[config.mk]
export PLATFORM = sky130hd
export DESIGN_NAME = adaptive_window_aggregator_core
export DESIGN_NICKNAME = d
export VERILOG_FILES = /design/src/hw/rtl/awa_pkg.sv /design/src/hw/rtl/adaptive_window_aggregator_core.sv
export SDC_FILE = /design/constraint.sdc
export NUM_CORES = 2
export LEC_CHECK = 0
export ABC_CLOCK_PERIOD_IN_PS = 24500
export BUFFER_PORTS_ARGS = -buffer_cell sky130_fd_sc_hd__buf_2
export CAP_MARGIN = 5
export CORE_ASPECT_RATIO = 1.1
export CORE_MARGIN = 2
export CORE_UTILIZATION = 45
export DETAILED_ROUTE_END_ITERATION = 8
export HOLD_SLACK_MARGIN = 0.06
export PLACE_DENSITY = 0.63
export SYNTH_ARGS = -nofsm -noshare
export SYNTH_HDL_FRONTEND = slang
export SYNTH_SLANG_ARGS = --single-unit
[constraint.sdc]
create_clock -name i_clk -period 24.5 [get_ports i_clk]
set_input_delay 4.9 -clock i_clk [delete_from_list [all_inputs] [get_ports i_clk]]
set_output_delay 4.9 -clock i_clk [all_outputs]
set_load 0.01 [all_outputs]
[src/hw/rtl/awa_pkg.sv]
`default_nettype none

package awa_pkg;

    localparam int RAW_W     = 12;
    localparam int LUX_W     = 17;
    localparam int THR_W     = 17;
    localparam int LVL_W     = 2;
    localparam int OIDX_W    = 4;
    localparam int CFG_IDX_W = 1;

    localparam int LUX_MUL   = 9375;
    localparam int LUX_MUL_W = 14;
    localparam int LUX_SHIFT = 9;

    typedef logic [LVL_W-1:0] t_level;

    localparam t_level LVL_LOW  = 2'd0;
    localparam t_level LVL_MED  = 2'd1;
    localparam t_level LVL_HIGH = 2'd2;

    localparam logic [CFG_IDX_W-1:0] CFG_LOW  = 1'd0;
    localparam logic [CFG_IDX_W-1:0] CFG_HIGH = 1'd1;

    localparam logic [THR_W-1:0] LOW_THR_RST  = 17'd8000;
    localparam logic [THR_W-1:0] HIGH_THR_RST = 17'd24000;

endpackage

`default_nettype wire

[src/hw/rtl/adaptive_window_aggregator_core.sv]
`default_nettype none
// An item that arrives while the window is still filling is only converted and stored. Once it is
// full, the first result is offered after the sum pass, the clamped difference and a square root of
// 17+clog2(WINDOW) compare-subtract steps, followed by the deviation scale and the level select.
// Each further result is prepared once the previous one is taken, so output stalls hold the item;
// an item gives 1, 3 or 12 results by default, and one item is in work at a time.
// Synchronous active-low reset clears the sequencer, fill count and write pointer and sets the
// thresholds to 8000 and 24000; the window memory is not cleared.
module adaptive_window_aggregator_core #(
    parameter int GROUP_SIZE  = 4,
    parameter int GROUP_COUNT = 3
) (
    input  wire logic                           i_clk,
    input  wire logic                           i_rst_n,
    input  wire logic                           i_in_valid,
    output logic                                o_in_stall,
    input  wire logic [awa_pkg::RAW_W-1:0]      i_sample_count,
    output logic                                o_out_valid,
    input  wire logic                           i_out_stall,
    output logic [awa_pkg::LVL_W-1:0]           o_activity_level,
    output logic [awa_pkg::LUX_W-1:0]           o_aggregate_value,
    output logic [awa_pkg::LUX_W-1:0]           o_deviation,
    output logic [awa_pkg::OIDX_W-1:0]          o_item_index,
    output logic                                o_last_item,
    input  wire logic                           i_cfg_valid,
    output logic                                o_cfg_ready,
    input  wire logic [awa_pkg::CFG_IDX_W-1:0]  i_cfg_index,
    input  wire logic [awa_pkg::THR_W-1:0]      i_cfg_data
);
    import awa_pkg::*;

    localparam int WINDOW  = GROUP_SIZE * GROUP_COUNT;
    localparam int IDX_W   = $clog2(WINDOW);
    localparam int FILL_W  = $clog2(WINDOW + 1);
    localparam int S1_W    = LUX_W + IDX_W;
    localparam int S2_W    = 2 * LUX_W + IDX_W;
    localparam int DIFF_W  = 2 * S1_W;
    localparam int HALF_W  = S1_W;
    localparam int CNT_MAX = (DIFF_W > WINDOW) ? DIFF_W : WINDOW;
    localparam int CNT_W   = $clog2(CNT_MAX + 1);
    localparam int GI_W    = $clog2(GROUP_COUNT);
    localparam int GJ_W    = $clog2(GROUP_SIZE);

    localparam int     RCP_SH  = S1_W + IDX_W;
    localparam int     RCP_W   = RCP_SH;
    localparam longint RCP_WIN = ((longint'(1) << RCP_SH) + longint'(WINDOW) - 1)
                                 / longint'(WINDOW);
    localparam longint RCP_GRP = ((longint'(1) << RCP_SH) + longint'(GROUP_SIZE) - 1)
                                 / longint'(GROUP_SIZE);
    localparam logic [RCP_W-1:0] M_WIN = RCP_W'(RCP_WIN);
    localparam logic [RCP_W-1:0] M_GRP = RCP_W'(RCP_GRP);

    localparam logic [3:0] S_IDLE = 4'd0;
    localparam logic [3:0] S_LUX  = 4'd1;
    localparam logic [3:0] S_SUM  = 4'd2;
    localparam logic [3:0] S_PREP = 4'd3;
    localparam logic [3:0] S_DIFF = 4'd4;
    localparam logic [3:0] S_DSCL = 4'd5;
    localparam logic [3:0] S_SQRT = 4'd6;
    localparam logic [3:0] S_SEL  = 4'd7;
    localparam logic [3:0] S_ITEM = 4'd8;
    localparam logic [3:0] S_MSCL = 4'd9;
    localparam logic [3:0] S_MRD  = 4'd10;
    localparam logic [3:0] S_EMIT = 4'd11;

    logic [3:0]              r_state, n_state;
    logic [FILL_W-1:0]       r_fill, n_fill;
    logic [IDX_W-1:0]        r_wptr, n_wptr;
    logic [THR_W-1:0]        r_low, n_low;
    logic [THR_W-1:0]        r_high, n_high;

    logic [RAW_W-1:0]        r_raw, n_raw;
    logic [IDX_W-1:0]        r_newest, n_newest;
    logic [IDX_W-1:0]        r_rptr, n_rptr;
    logic [LUX_W-1:0]        r_rdata;
    logic [LUX_W-1:0]        r_d2, n_d2;
    logic [2*LUX_W-1:0]      r_sq, n_sq;
    logic                    r_p1, n_p1;
    logic                    r_p2, n_p2;
    logic [CNT_W-1:0]        r_cnt, n_cnt;
    logic [S1_W-1:0]         r_s1, n_s1;
    logic [S2_W-1:0]         r_s2, n_s2;
    logic [S1_W-1:0]         r_gsum [GROUP_COUNT];
    logic [S1_W-1:0]         n_gsum [GROUP_COUNT];
    logic [GI_W-1:0]         r_gi, n_gi;
    logic [GJ_W-1:0]         r_gj, n_gj;
    logic [DIFF_W-1:0]       r_a, n_a;
    logic [DIFF_W-1:0]       r_b, n_b;
    logic [DIFF_W-1:0]       r_rem, n_rem;
    logic [DIFF_W-1:0]       r_root, n_root;
    logic [DIFF_W-1:0]       r_bit, n_bit;
    t_level                  r_level, n_level;
    logic [IDX_W-1:0]        r_ocnt, n_ocnt;
    logic [IDX_W-1:0]        r_lastidx, n_lastidx;
    logic [LUX_W-1:0]        r_value, n_value;
    logic [LUX_W-1:0]        r_dev, n_dev;
    logic [OIDX_W-1:0]       r_idx, n_idx;
    logic                    r_last, n_last;

    logic [LUX_W-1:0]        mem [WINDOW];

    logic [RAW_W+LUX_MUL_W-1:0] w_prod;
    logic [LUX_W-1:0]        w_lux;
    logic [FILL_W-1:0]       w_fill_next;
    logic [DIFF_W-1:0]       w_ua, w_ub, w_sub;
    logic                    w_ge;
    logic [S1_W-1:0]         w_mx;
    logic [RCP_W-1:0]        w_mm;
    logic [S1_W+RCP_W-1:0]   w_mprod;
    logic [LUX_W-1:0]        w_mq;

    assign w_prod = r_raw * LUX_MUL_W'(LUX_MUL);
    assign w_lux  = w_prod[LUX_SHIFT +: LUX_W];
    assign w_fill_next = (r_fill == FILL_W'(WINDOW)) ? r_fill : r_fill + FILL_W'(1);

    // One compare-subtract unit serves the clamp and the square root.
    always_comb begin
        unique case (r_state)
            S_DIFF: begin
                w_ua = r_a;
                w_ub = r_b;
            end
            default: begin
                w_ua = r_rem;
                w_ub = r_root + r_bit;
            end
        endcase
        w_ge  = (w_ua >= w_ub);
        w_sub = w_ua - w_ub;
    end

    // The deviation and the means divide by a constant through one reciprocal multiplier.
    always_comb begin
        priority if (r_state == S_DSCL) begin
            w_mx = r_root[HALF_W-1:0];
            w_mm = M_WIN;
        end else if (r_level == LVL_MED) begin
            w_mx = r_gsum[GI_W'(r_ocnt)];
            w_mm = M_GRP;
        end else begin
            w_mx = r_s1;
            w_mm = M_WIN;
        end
        w_mprod = w_mx * w_mm;
        w_mq    = w_mprod[RCP_SH +: LUX_W];
    end

    always_comb begin
        n_state   = r_state;
        n_fill    = r_fill;
        n_wptr    = r_wptr;
        n_low     = r_low;
        n_high    = r_high;
        n_raw     = r_raw;
        n_newest  = r_newest;
        n_rptr    = r_rptr;
        n_d2      = r_d2;
        n_sq      = r_sq;
        n_p1      = r_p1;
        n_p2      = r_p2;
        n_cnt     = r_cnt;
        n_s1      = r_s1;
        n_s2      = r_s2;
        n_gsum    = r_gsum;
        n_gi      = r_gi;
        n_gj      = r_gj;
        n_a       = r_a;
        n_b       = r_b;
        n_rem     = r_rem;
        n_root    = r_root;
        n_bit     = r_bit;
        n_level   = r_level;
        n_ocnt    = r_ocnt;
        n_lastidx = r_lastidx;
        n_value   = r_value;
        n_dev     = r_dev;
        n_idx     = r_idx;
        n_last    = r_last;

        if (i_cfg_valid) begin
            unique case (i_cfg_index)
                CFG_LOW:  n_low  = i_cfg_data;
                CFG_HIGH: n_high = i_cfg_data;
            endcase
        end

        unique case (r_state)
            S_IDLE: begin
                if (i_in_valid) begin
                    n_raw   = i_sample_count;
                    n_state = S_LUX;
                end
            end
            S_LUX: begin
                n_newest = r_wptr;
                n_rptr   = r_wptr;
                n_wptr   = (r_wptr == IDX_W'(WINDOW - 1)) ? '0 : r_wptr + IDX_W'(1);
                n_fill   = w_fill_next;
                n_cnt    = '0;
                n_p1     = 1'b0;
                n_p2     = 1'b0;
                n_s1     = '0;
                n_s2     = '0;
                n_gi     = '0;
                n_gj     = '0;
                n_state  = (w_fill_next == FILL_W'(WINDOW)) ? S_SUM : S_IDLE;
            end
            S_SUM: begin
                if (r_cnt < CNT_W'(WINDOW)) begin
                    n_p1   = 1'b1;
                    n_cnt  = r_cnt + CNT_W'(1);
                    n_rptr = (r_rptr == '0) ? IDX_W'(WINDOW - 1) : r_rptr - IDX_W'(1);
                end else begin
                    n_p1 = 1'b0;
                end
                n_p2 = r_p1;
                n_d2 = r_rdata;
                n_sq = r_rdata * r_rdata;
                if (r_p2) begin
                    n_s1 = r_s1 + S1_W'(r_d2);
                    n_s2 = r_s2 + S2_W'(r_sq);
                    if (r_gj == '0) begin
                        n_gsum[r_gi] = S1_W'(r_d2);
                    end else begin
                        n_gsum[r_gi] = r_gsum[r_gi] + S1_W'(r_d2);
                    end
                    if (r_gj == GJ_W'(GROUP_SIZE - 1)) begin
                        n_gj = '0;
                        n_gi = (r_gi == GI_W'(GROUP_COUNT - 1)) ? '0 : r_gi + GI_W'(1);
                    end else begin
                        n_gj = r_gj + GJ_W'(1);
                    end
                end
                if (r_cnt == CNT_W'(WINDOW) && !r_p1 && !r_p2) begin
                    n_state = S_PREP;
                end
            end
            S_PREP: begin
                n_a     = DIFF_W'(r_s2) * DIFF_W'(WINDOW);
                n_b     = r_s1 * r_s1;
                n_state = S_DIFF;
            end
            S_DIFF: begin
                n_rem   = w_ge ? w_sub : '0;
                n_root  = '0;
                n_bit   = DIFF_W'(1) << (DIFF_W - 2);
                n_cnt   = CNT_W'(DIFF_W / 2);
                n_state = S_SQRT;
            end
            S_SQRT: begin
                if (w_ge) begin
                    n_rem  = w_sub;
                    n_root = (r_root >> 1) + r_bit;
                end else begin
                    n_root = r_root >> 1;
                end
                n_bit = r_bit >> 2;
                n_cnt = r_cnt - CNT_W'(1);
                if (r_cnt == CNT_W'(1)) begin
                    n_state = S_DSCL;
                end
            end
            S_DSCL: begin
                n_dev   = w_mq;
                n_state = S_SEL;
            end
            S_SEL: begin
                priority if (r_dev <= r_low) begin
                    n_level   = LVL_LOW;
                    n_lastidx = '0;
                end else if (r_dev > r_high) begin
                    n_level   = LVL_HIGH;
                    n_lastidx = IDX_W'(WINDOW - 1);
                end else begin
                    n_level   = LVL_MED;
                    n_lastidx = IDX_W'(GROUP_COUNT - 1);
                end
                n_ocnt  = '0;
                n_rptr  = r_newest;
                n_state = S_ITEM;
            end
            S_ITEM: begin
                n_idx  = OIDX_W'(r_ocnt);
                n_last = (r_ocnt == r_lastidx);
                unique case (r_level)
                    LVL_HIGH: begin
                        n_state = S_MRD;
                    end
                    default: begin
                        n_state = S_MSCL;
                    end
                endcase
            end
            S_MSCL: begin
                n_value = w_mq;
                n_state = S_EMIT;
            end
            S_MRD: begin
                n_value = r_rdata;
                n_rptr  = (r_rptr == '0) ? IDX_W'(WINDOW - 1) : r_rptr - IDX_W'(1);
                n_state = S_EMIT;
            end
            S_EMIT: begin
                if (!i_out_stall) begin
                    if (r_last) begin
                        n_state = S_IDLE;
                    end else begin
                        n_ocnt  = r_ocnt + IDX_W'(1);
                        n_state = S_ITEM;
                    end
                end
            end
            default: begin
                n_state = S_IDLE;
            end
        endcase
    end

    always_ff @(posedge i_clk) begin
        if (!i_rst_n) begin
            r_state <= S_IDLE;
            r_fill  <= '0;
            r_wptr  <= '0;
            r_low   <= LOW_THR_RST;
            r_high  <= HIGH_THR_RST;
        end else begin
            r_state <= n_state;
            r_fill  <= n_fill;
            r_wptr  <= n_wptr;
            r_low   <= n_low;
            r_high  <= n_high;
        end
    end

    always_ff @(posedge i_clk) begin
        r_raw     <= n_raw;
        r_newest  <= n_newest;
        r_rptr    <= n_rptr;
        r_d2      <= n_d2;
        r_sq      <= n_sq;
        r_p1      <= n_p1;
        r_p2      <= n_p2;
        r_cnt     <= n_cnt;
        r_s1      <= n_s1;
        r_s2      <= n_s2;
        r_gsum    <= n_gsum;
        r_gi      <= n_gi;
        r_gj      <= n_gj;
        r_a       <= n_a;
        r_b       <= n_b;
        r_rem     <= n_rem;
        r_root    <= n_root;
        r_bit     <= n_bit;
        r_level   <= n_level;
        r_ocnt    <= n_ocnt;
        r_lastidx <= n_lastidx;
        r_value   <= n_value;
        r_dev     <= n_dev;
        r_idx     <= n_idx;
        r_last    <= n_last;
    end

    always_ff @(posedge i_clk) begin
        if (r_state == S_LUX) begin
            mem[r_wptr] <= w_lux;
        end
        r_rdata <= mem[r_rptr];
    end

    assign o_in_stall        = (r_state != S_IDLE);
    assign o_out_valid       = (r_state == S_EMIT);
    assign o_activity_level  = r_level;
    assign o_aggregate_value = r_value;
    assign o_deviation       = r_dev;
    assign o_item_index      = r_idx;
    assign o_last_item       = r_last;
    assign o_cfg_ready       = 1'b1;

endmodule

`default_nettype wire

==> impl_metrics.yaml <==
outcome:
  outcome: "finished, final reports clean"
synthesis:
  synth_largest_type_area_fraction: 0.2833
  yosysWarnings: 0
  syn_inst: 6510
  synth_top_flop_cell: "sky130_fd_sc_hd__edfxtp_1"
  ys_ff_latch: 696
  syn_area_mm2: 0.06709
  synthArstFlopShare: 0
  syn_area_per_cell_um2: 10.31
  post-synth-top-area-cell: "sky130_fd_sc_hd__edfxtp_1"
  synth_cell_type_count: 92
  netlist_top_cells_area: "sky130_fd_sc_hd__edfxtp_1, sky130_fd_sc_hd__fa_1, sky130_fd_sc_hd__ha_1"
  net_count_of_the_mapped_netlist: 7983
  yosysSeqAreaShare: 0.3021
  synth_edf_count: 633
placement:
  post_dp_cell_area_mm2: 0.06974
  port_buffer_cells: 77
  gpl.final_weighted_congestion: 0.9019
  post-dp-hpwl_mm: 125.1
critical_path:
  startpoint_type: "flip-flop"
  rr_startpoint: "r_state[2]"
  r2r_slack_ns: 15.88
  critPathArrivalTime_ns: 9.04
  critical_path_class: "reg2reg"
  end_kind: "flip-flop"
  critical_path_required_ns: 24.92
  worst_r2r_path_cells: 25
  path_max_fanout: 64
  worst_r2r_endpoint: "o_aggregate_value[16]"
final_layout:
  final.fill_count: 13480
  final_net_count: 8023
  drive_above_1_share: 0.06394
  antenna_cells: 0
  flow.area_growth_from_synthesis_pct: 8.038
  final_design_area_no_fill_mm2: 0.07248
cts:
  clk_pin_slew_worst_paths_ns: 0.06
  post_cts_resize_count: 0
  cts_root_buf: "sky130_fd_sc_hd__clkbuf_16"
  max-clock-path-buffers: 3
  h-tree-depth: 3
  postCtsSetupBuffers: 0
  cts_tree: "built"
  cts_made_buffers: 80
  cts-hold-fix-buffers: 0
  clock_sinks: 696
  clkLatencyLatePin_ns: 0.71
grt:
  grt-ovfl-total: 0
  first_global_vias: 48450
  gr-usage-all-layers: 0.2201
  number_of_antenna_violations_at_the_first_check_in_global_routing: 6
  maximum_number_of_pins_on_one_net_before_global_route_repair: 77
  grt_first_pass_wirelength_mm: 263.6
detailed_routing:
  routed_via_density: 5.380
  post_drt_wl_per_cell_um: 18.98
  detailedRoute.firstPassIterationCount: 6
  vias: 46080
  final_antenna_net_count: 0
  postRouteWirelength_mm: 162.6
  iteration_0_drc_markers: 2956
  drc: 0
timing:
  hold_fails_final_rpt: 0
  slew_headroom: 0.1639
  maximum_clock_skew_at_final_layout_ns: 0.07183
  final_max_tran_viols: 0
  worst_slew_pin_slew_ns: 1.254
  totalNegativeSetupSlack_ns: 0
  setup_violations: 0
  period_minus_slack_ns: 8.615
  grt_setup_unrepaired: "false"
  fin_crit_sh: 0.3516
  max_clock_freq_mhz: 116.1
die:
  rows: 148
  coreArea_mm2: 0.1480
  die_width_um: 372.2
  die_area_mm2: 0.1522
  start_util: 0.4534
  die-height_um: 409.0
  io-pin-count: 79
run:
  drv.max_cap_violation_count: 0
worst_hold_path:
  hold_path_startpoint: "r_high[3]"
  worstHoldEndpoint: "r_high[3]"
  worstHoldPathCells: 2
  min-delay-path-class: "reg2reg"
==> cell type report <==
class / instances / area [um2] / area share
multi-input cells: 4558 / 42110 / 0.5809
flip-flops and latches: 696 / 20270 / 0.2796
inverters: 1064 / 3994 / 0.05510
well taps: 1950 / 2440 / 0.03366
clock buffers: 98 / 2090 / 0.02883
repair buffers: 150 / 933.4 / 0.01288
clock inverters: 50 / 649.4 / 0.008959
==> worst max path at each step <==
stage	endpoint	depth (start not counted)	slack, ns	startpoint
CTS	o_aggregate_value[16]	25	15.92	r_state[2]
detailed placement	o_aggregate_value[16]	26	15.93	r_state[2]
global placement	o_aggregate_value[16]	26	16.03	r_state[2]
global route	o_aggregate_value[16]	25	15.40	r_state[2]
finish	o_aggregate_value[16]	25	15.88	r_state[2]
floorplan	r_rem[0]	23	16.45	r_root[2]
==> per-stage QoR <==
| step | cells | setup WS [ns] | util | hold WS (ns) |
|---|---|---|---|---|
| 2_1_floorplan | 6510 | 16.45 | - | 0.4064 |
| 3_3_place_gp | 8418 | 16.03 | 0.4714 | 0.4531 |
| 3_5_place_dp | 8418 | 15.93 | 0.4714 | 0.4604 |
| 4_1_cts | 8566 | 15.92 | 0.4899 | 0.4680 |
| 5_1_grt | 8566 | 15.40 | 0.4899 | 0.4948 |
| 6_report | 8566 | 15.88 | 0.4899 | 0.4632 |
==> per-layer routing <==
layer,part of all wire,vias up,global-route usage
met4,0.028,4,0.06347
met3,0.055,248,0.03198
li1,-,21840,-
met1,0.43,22980,0.2904
met5,0.00015,-,0
met2,0.49,1013,0.3747
==> synthesized netlist by cell type, drive strengths merged, types with 30 or more instances <==
cell type	number
inv	1061
ha	753
fa	685
nand2	641
edfxtp	633
nor2	438
a21oi	282
o21ai	252
xnor2	192
and2	174
clkbuf	166
xor2	128
a21o	111
mux2i	70
o21a	64
dfxtp	63
nor3	61
nor2b	60
nand3	55
a31oi	54
nand2b	53
mux4	51
o21bai	47
a211oi	45
and3	37
nand4	33
o211ai	31
a21boi	30
==> cell families after synthesis <==
kind of cell	count (synthesis)	synth area share
and+or+nand+nor	1623	0.1103
adders and majority gates	1438	0.3448
buffers and inverters	1256	0.07081
AOI/OAI and AO/OA	1035	0.09920
DFF	696	0.3021
xor gates and xnor gates	320	0.04177
muxes	141	0.03092
other	1	0.00005589
==> cell usage in the layout (no fill, tap or decap), types with 11 or more instances in the layout <==
cell type	Yosys	layout
sky130_fd_sc_hd__buf_2	8	77
sky130_fd_sc_hd__nand2_1	641	638
sky130_fd_sc_hd__or2_2	19	19
sky130_fd_sc_hd__and3_1	37	37
sky130_fd_sc_hd__buf_4	5	73
sky130_fd_sc_hd__xor2_1	128	128
sky130_fd_sc_hd__mux4_2	51	51
sky130_fd_sc_hd__edfxtp_1	633	633
sky130_fd_sc_hd__nand2b_1	53	53
sky130_fd_sc_hd__a31o_2	15	15
sky130_fd_sc_hd__and2_1	174	173
sky130_fd_sc_hd__a211oi_2	11	11
sky130_fd_sc_hd__dfxtp_1	63	63
sky130_fd_sc_hd__a21oi_1	280	280
sky130_fd_sc_hd__a21boi_0	30	30
sky130_fd_sc_hd__fa_1	685	685
sky130_fd_sc_hd__o31ai_1	16	16
sky130_fd_sc_hd__nor3_1	60	58
sky130_fd_sc_hd__ha_1	753	753
sky130_fd_sc_hd__clkinv_2	0	12
sky130_fd_sc_hd__nor2b_1	60	59
sky130_fd_sc_hd__clkbuf_1	166	16
sky130_fd_sc_hd__nand3_1	55	55
sky130_fd_sc_hd__or3_1	14	14
sky130_fd_sc_hd__a21o_1	111	111
sky130_fd_sc_hd__mux2_2	20	20
sky130_fd_sc_hd__inv_1	1060	1058
sky130_fd_sc_hd__o211ai_1	31	31
sky130_fd_sc_hd__mux2i_1	70	70
sky130_fd_sc_hd__nor2_1	436	434
sky130_fd_sc_hd__o21ai_0	243	242
sky130_fd_sc_hd__clkinv_1	3	15
sky130_fd_sc_hd__clkbuf_16	0	80
sky130_fd_sc_hd__o21a_1	64	64
sky130_fd_sc_hd__nand4_1	33	33
sky130_fd_sc_hd__a211oi_1	34	34
sky130_fd_sc_hd__xnor2_1	192	192
sky130_fd_sc_hd__a31oi_1	52	52
sky130_fd_sc_hd__o21bai_1	47	47
==> worst max-delay path, stage by stage (launching register included) <==
cell and delay (ns):
sky130_fd_sc_hd__dfxtp_1 0.68, sky130_fd_sc_hd__and4bb_2 0.31, sky130_fd_sc_hd__buf_4 0.50, sky130_fd_sc_hd__o21ai_0 0.32, sky130_fd_sc_hd__ha_1 0.42, sky130_fd_sc_hd__fa_1 0.65
sky130_fd_sc_hd__inv_1 0.13, sky130_fd_sc_hd__fa_1 0.45, sky130_fd_sc_hd__fa_1 0.56, sky130_fd_sc_hd__inv_1 0.06, sky130_fd_sc_hd__fa_1 0.54, sky130_fd_sc_hd__inv_1 0.05
sky130_fd_sc_hd__fa_1 0.47, sky130_fd_sc_hd__fa_1 0.52, sky130_fd_sc_hd__inv_1 0.04, sky130_fd_sc_hd__ha_1 0.29, sky130_fd_sc_hd__and3_1 0.20, sky130_fd_sc_hd__nand3_1 0.11
sky130_fd_sc_hd__inv_1 0.06, sky130_fd_sc_hd__o2111ai_1 0.17, sky130_fd_sc_hd__o211ai_1 0.59, sky130_fd_sc_hd__a32oi_1 0.26, sky130_fd_sc_hd__o21ai_0 0.38, sky130_fd_sc_hd__a21o_1 0.19
sky130_fd_sc_hd__xnor2_1 0.09, sky130_fd_sc_hd__mux2_2 0.27
==> state kept, by name, summed over array words and instances, names as in the netlist, 6 cells and up <==
| name | flops |
|---|---|
| mem | 204 |
| o_aggregate_value | 17 |
| o_deviation | 17 |
| r_a | 40 |
| r_b | 41 |
| r_bit | 21 |
| r_cnt | 6 |
| r_d2 | 17 |
| r_gsum | 57 |
| r_high | 17 |
| r_low | 17 |
| r_raw | 12 |
| r_rdata | 17 |
| r_rem | 42 |
| r_root | 42 |
| r_s1 | 21 |
| r_s2 | 38 |
| r_sq | 32 |
Power is not shown: default switching activity piles up to over one toggle a cycle in this logic, so the estimate is an artifact.
